File: src/art_pkg.sv
// Shared types and codes for the allocation range table.
// Holds the request/result transfer types, the entry format and the
// controller-to-datapath command struct. No dependencies.
package art_pkg;

	localparam int FW = 48;
	localparam int EW = 32;
	localparam int PW = FW + EW;

	localparam logic [2:0] CMD_ADD     = 3'd0;
	localparam logic [2:0] CMD_CALLOC  = 3'd1;
	localparam logic [2:0] CMD_REALLOC = 3'd2;
	localparam logic [2:0] CMD_REMOVE  = 3'd3;
	localparam logic [2:0] CMD_LOOKUP  = 3'd4;

	localparam logic [2:0] ST_OK        = 3'd0;
	localparam logic [2:0] ST_NOT_FOUND = 3'd1;
	localparam logic [2:0] ST_FULL      = 3'd2;
	localparam logic [2:0] ST_PRESENT   = 3'd3;
	localparam logic [2:0] ST_OVERFLOW  = 3'd4;

	typedef struct packed {
		logic [2:0]    command;
		logic [FW-1:0] address;
		logic [FW-1:0] new_address;
		logic [FW-1:0] length;
		logic [EW-1:0] element_size;
	} request_t;

	typedef struct packed {
		logic [2:0]    status;
		logic [FW-1:0] block_start;
		logic [FW-1:0] block_length;
		logic [FW-1:0] block_offset;
	} result_t;

	typedef struct packed {
		logic          valid;
		logic          big;
		logic [FW-1:0] start;
		logic [FW-1:0] length;
	} entry_t;

	typedef struct packed {
		logic load;
		logic mul_lo;
		logic mul_hi;
		logic mul_sum;
		logic clear;
		logic scan;
		logic decide;
		logic wr_a;
		logic wr_b;
	} ctrl_t;

endpackage

File: src/art_ctrl.sv
// Sequencing state machine for the allocation range table.
// Drives art_pkg::ctrl_t commands into the datapath; uses art_pkg.
module art_ctrl (
	input  logic          clk,
	input  logic          arst_n,
	input  logic          start,
	input  logic          idx_last,
	output logic          busy,
	output logic          done,
	output art_pkg::ctrl_t ctrl
);

	localparam logic [3:0] S_CLEAR  = 4'd0;
	localparam logic [3:0] S_IDLE   = 4'd1;
	localparam logic [3:0] S_MUL0   = 4'd2;
	localparam logic [3:0] S_MUL1   = 4'd3;
	localparam logic [3:0] S_MUL2   = 4'd4;
	localparam logic [3:0] S_SCAN   = 4'd5;
	localparam logic [3:0] S_DRAIN  = 4'd6;
	localparam logic [3:0] S_DECIDE = 4'd7;
	localparam logic [3:0] S_WRA    = 4'd8;
	localparam logic [3:0] S_WRB    = 4'd9;
	localparam logic [3:0] S_RESP   = 4'd10;

	logic [3:0] state_q;
	logic [3:0] state_d;

	always_comb begin
		state_d = state_q;
		ctrl    = '0;
		done    = 1'b0;
		unique case (state_q)
			S_CLEAR: begin
				ctrl.clear = 1'b1;
				if (idx_last) begin
					state_d = S_IDLE;
				end
			end
			S_IDLE: begin
				ctrl.load = start;
				if (start) begin
					state_d = S_MUL0;
				end
			end
			S_MUL0: begin
				ctrl.mul_lo = 1'b1;
				state_d     = S_MUL1;
			end
			S_MUL1: begin
				ctrl.mul_hi = 1'b1;
				state_d     = S_MUL2;
			end
			S_MUL2: begin
				ctrl.mul_sum = 1'b1;
				state_d      = S_SCAN;
			end
			S_SCAN: begin
				ctrl.scan = 1'b1;
				if (idx_last) begin
					state_d = S_DRAIN;
				end
			end
			S_DRAIN: begin
				state_d = S_DECIDE;
			end
			S_DECIDE: begin
				ctrl.decide = 1'b1;
				state_d     = S_WRA;
			end
			S_WRA: begin
				ctrl.wr_a = 1'b1;
				state_d   = S_WRB;
			end
			S_WRB: begin
				ctrl.wr_b = 1'b1;
				state_d   = S_RESP;
			end
			S_RESP: begin
				done    = 1'b1;
				state_d = S_IDLE;
			end
			default: begin
				state_d = S_IDLE;
			end
		endcase
	end

	always_ff @(posedge clk or negedge arst_n) begin
		if (!arst_n) begin
			state_q <= S_CLEAR;
		end else begin
			state_q <= state_d;
		end
	end

	assign busy = (state_q != S_IDLE);

endmodule

File: config.mk
export PLATFORM = sky130hd
export DESIGN_NAME = art_ctrl
export DESIGN_NICKNAME = d
export VERILOG_FILES = /design/src/art_pkg.sv /design/src/art_ctrl.sv
export SDC_FILE = /design/constraint.sdc
export NUM_CORES = 1
export LEC_CHECK = 0
export ABC_AREA = 0
export BUFFER_PORTS_ARGS = -buffer_cell sky130_fd_sc_hd__buf_2
export CAP_MARGIN = 40
export CORE_AREA = 2 2 39 41
export CTS_CLUSTER_SIZE = 14
export DETAILED_ROUTE_END_ITERATION = 16
export DIE_AREA = 0 0 41 43
export HOLD_SLACK_MARGIN = 0.02
export SYNTH_ARGS = -nofsm -noshare
export SYNTH_HDL_FRONTEND = slang
export SYNTH_SLANG_ARGS = --single-unit
export TNS_END_PERCENT = 30
File: constraint.sdc
create_clock -name clk -period 1.4 [get_ports clk]
set_input_delay 0.28 -clock clk [delete_from_list [all_inputs] [get_ports clk]]
set_output_delay 0.28 -clock clk [all_outputs]
set_load 0.02 [all_outputs]
==> results.txt <==
----------------------------------------------------
[Logic synthesis]
  Number of synthesized flops with an enable pin ... 0
  Syn Area/Cell ... 8.26 sq um
  Area share of the largest cell type after synthesis ... 0.319
  Yosys Warn Count ... 0
  Cell variety after synth ... 19
  Cells after Synth ... 38
  Most used standard cells in the synthesized netlist ... nor2_1, nand2b_1, dfrtp_1, nor3_1, nand2_1
  Flip-flop cell with the highest count after synthesis ... dfrtp_1
  Total nets after synthesis ... 42
  Share of the yosys chip area belonging to registers ... 0.319
  Async set or reset register ratio after synthesis ... 1.00
  Post-synthesis instance area ... 314 sq um
  Cell taking the most area after synthesis ... dfrtp_1
  Top post-synthesis cells by area ... dfrtp_1, nand2b_1, nor2_1
  Most instantiated library cell after synthesis ... nor2_1
  Total of flip-flops plus latches after synthesis ... 4

[STA]
  Number of pins exceeding their max-slew limit in the final report ... 0
  Fin crit share ... 1.06
  Worst Skew ... a little under 0.01 ns
  Setup Viol. Count Final ... 9
  Final setup margin ... -0.0812 ns
  Number of hold violations in the final report ... 0
  Setup repair after global routing missed its margin ... true
  Worst max-slew margin expressed relative to the limit ... 0.858
  Final period demand of the worst path ... 1.48 ns
  FMAX ... between 0.6 and 0.7 GHz
  Slew at the pin with the worst max-slew slack ... roughly 0.21 ns

[Pwr]
  Reported leakage power ... 0.287 nW
  Relative contribution of the clock network to total power ... 0.095
  Total power ... about 0.0016 W
  Sw Ratio ... 0.453
  Power density over cell area ... 2660 mW/mm^2
  Part of the total power dissipated in sequential elements ... 0.191
  Combinational share of power ... 0.713
  Peak supply drop ... 0.000924 V
  P_int ... ~0.0009 W
  Total net switching power ... approximately 0.00074 W

[Floorplanning]
  Die height ... between 40 and 50 um
  Placeable Area ... 0.00138 sq mm
  Initial core utilization ... 0.227
  Number of ports placed on the die boundary ... 15
  Die X ... 41 um
  Row Count ... 14
  Die Outline Area ... 0.00176 sq mm

[Setup path]
  Delay of the slowest critical-path stage ... 0.46 ns
  Arrival @ worst endpoint ... 1.20 ns
  Depth of the worst register-to-register path ... 4
  Beginning of the critical path ... state_q[0]
  Setup CP Type ... flip-flop to output pin
  Slowest cell on the critical path ... dfrtp_2
  Capture point of the worst path ... ctrl[8]
  Critical path data required time ... roughly 1.1 ns
  Cell breakdown of the critical path ... nor2b_2 > and3_1 > buf_2
  Reg-to-Reg Start ... state_q[3]
  Worst setup SP type ... flip-flop
  Worst R2R Setup Slack ... 0.19 ns
  Endpoint of the worst register-to-register path ... state_q[0]
  Worst-path maximum fanout ... 6
  Kind of end point of the critical path ... output pin

[Route]
  Wire per inst ... 13.1 um
  Drt drc ... 0
  Sum of routed wire segments on met1 ... 468 um
  Total via count in the routed design ... 364
  Vias per Instance ... 4.55
  Drt first pass iters ... 2
  Top routing layer in use ... met3
  Final ANT Viol Nets ... 0
  1st-iter DRT viols ... 2
  Met3 Wirelength ... 56 um
  Routed length on met2 ... 519 um
  Total detailed-routing wirelength ... 1.04 mm

[Clocking]
  Clock tree sinks ... 4
  CTS Buf Count ... 3
  Clock tree from TritonCTS ... built
  Clock-pin slew reported for the worst setup and hold paths after clock tree synthesis ... 0.05 ns
  Clock latency on the worst-skew pair ... 0.25 ns
  H-Tree Level Count ... 1
  CTS Buffer Depth ... 2
  Clock root buffer ... clkbuf_4

[Layout]
  Multi-input combinational cell area ... 250 sq um
  Flip-flop count of the largest register, all copies and words added ... 4
  Number of non-filler instances in the completed layout ... 80
  Relative area change from synthesis to final layout ... 96.0%
  Nets ... 70
  Fraction of final layout cells with drive strength greater than 1 ... 0.719
  FF+latch area ... 105 sq um
  Top flop regs ... state_q: 4 flops
  Top register by number of flip-flops ... state_q
  Diode count ... 0
  Filler cell count ... 141

[Global route]
  Antenna violations before repair ... 0
  Maximum number of pins on one net before global-route repair ... 7
  Total grt overflow ... 0
  Wire length of the first global-routing pass ... 1.68 mm
  Vias in the first global route ... approximately 380
  Global Route Usage Sum ... 0.140

[Place]
  Number of buffers added on ports ... 14
  Number of placed instances with taps included ... 67
  Half-perimeter wire length after placement ... 537 um
  Routability Congestion ... 0.750
  Worst slack, placed ... a little over 0.09 ns

[Min path]
  Worst Hold Class ... input pin to async pin

[Status]
  Run status ... finished, violations left
  Violated checks ... negative setup slack

[Flow run]
  Number of maximum-capacitance violations ... 0

----------------------------------------------------
==> worst min-delay path by stage <==
stage / start / end / cells after the start
floorplan: arst_n / state_q[0] / 0
global placement: arst_n / state_q[2] / 1
detailed placement: arst_n / state_q[2] / 1
CTS: start / state_q[1] / 3
global route: arst_n / state_q[2] / 2
finish: arst_n / state_q[2] / 2
==> repair_timing <==
item	in CTS	in global routing
hold endpoints to repair	4	0
hold buffers	1	0
gates resized for setup	24	11
setup buffers	8	1
pin swaps	2	0
endpoints found under the setup margin	11	11
==> metal layers <==
metal	up-vias	GRT usage
met4	0	0.0200
met3	0	0.0628
li1	181	-
met5	-	0
met2	12	0.184
met1	171	0.210
==> per-stage QoR <==
step | setup TNS [ns] | hold slack, ns | cell area (sq um) | util
6_report | -0.418 | 0.372 | 616 | 0.445
5_1_grt | -1.12 | 0.394 | 616 | 0.445
4_1_cts | -0.410 | 0.346 | 568 | 0.410
3_5_place_dp | 0 | 0.0873 | 397 | 0.287
3_3_place_gp | 0 | 0.0879 | 397 | 0.287
2_1_floorplan | -0.0293 | -0.0156 | 319 | -
==> power by group through the flow <==
stage / combinational [W] / clock, W / sequential [W]
CTS: 0.00104 / 0.000156 / 0.000301
global route: 0.00127 / 0.000172 / 0.000330
detailed placement: 0.000653 / 0 / 0.000314
finish: 0.00117 / 0.000156 / 0.000313
floorplan: 0.000640 / 0 / 0.000190
global placement: 0.000654 / 0 / 0.000317
==> cell families (layout without fill, tap and decap cells) <==
kind of cell | count (synthesis) | in the layout | share of synthesized area
and+or+nand+nor | 24 | 24 | 0.442
buffers and inverters | 4 | 30 | 0.112
AOI/OAI and AO/OA | 5 | 5 | 0.0996
DFF | 4 | 4 | 0.319
xor gates and xnor gates | 1 | 1 | 0.0279
==> layout by cell type (no fill, tap or decap) <==
cell type / instances
nor3b_1: 1
dlygate4sd3_1: 1
buf_4: 16
o22ai_1: 1
nand2b_1: 1
nor2b_2: 1
dfrtp_2: 4
nor2_1: 5
nand2_1: 2
o21a_1: 1
nor3_2: 3
o21ai_1: 1
clkbuf_4: 3
and3b_1: 1
nor2_2: 2
nor3_4: 1
a21oi_1: 1
xor2_1: 1
buf_2: 4
nand2b_4: 4
buf_6: 6
o211ai_1: 1
nand2_4: 1
and3_1: 1
nor4_4: 1
==> final cells by class <==
cell class | instances | share of cell area
multi-input cells | 30 | 0.407
repair buffers | 27 | 0.354
flip-flops and latches | 4 | 0.171
well taps | 16 | 0.0325
clock buffers | 3 | 0.0366
==> critical path, delay by kind of cell (launching register included) <==
family / cells / cell delay (ns)
DFF: 1 / 0.46
and+or+nand+nor: 2 / 0.34
buffers and inverters: 1 / 0.15
Power figures use the tool's default switching activity.
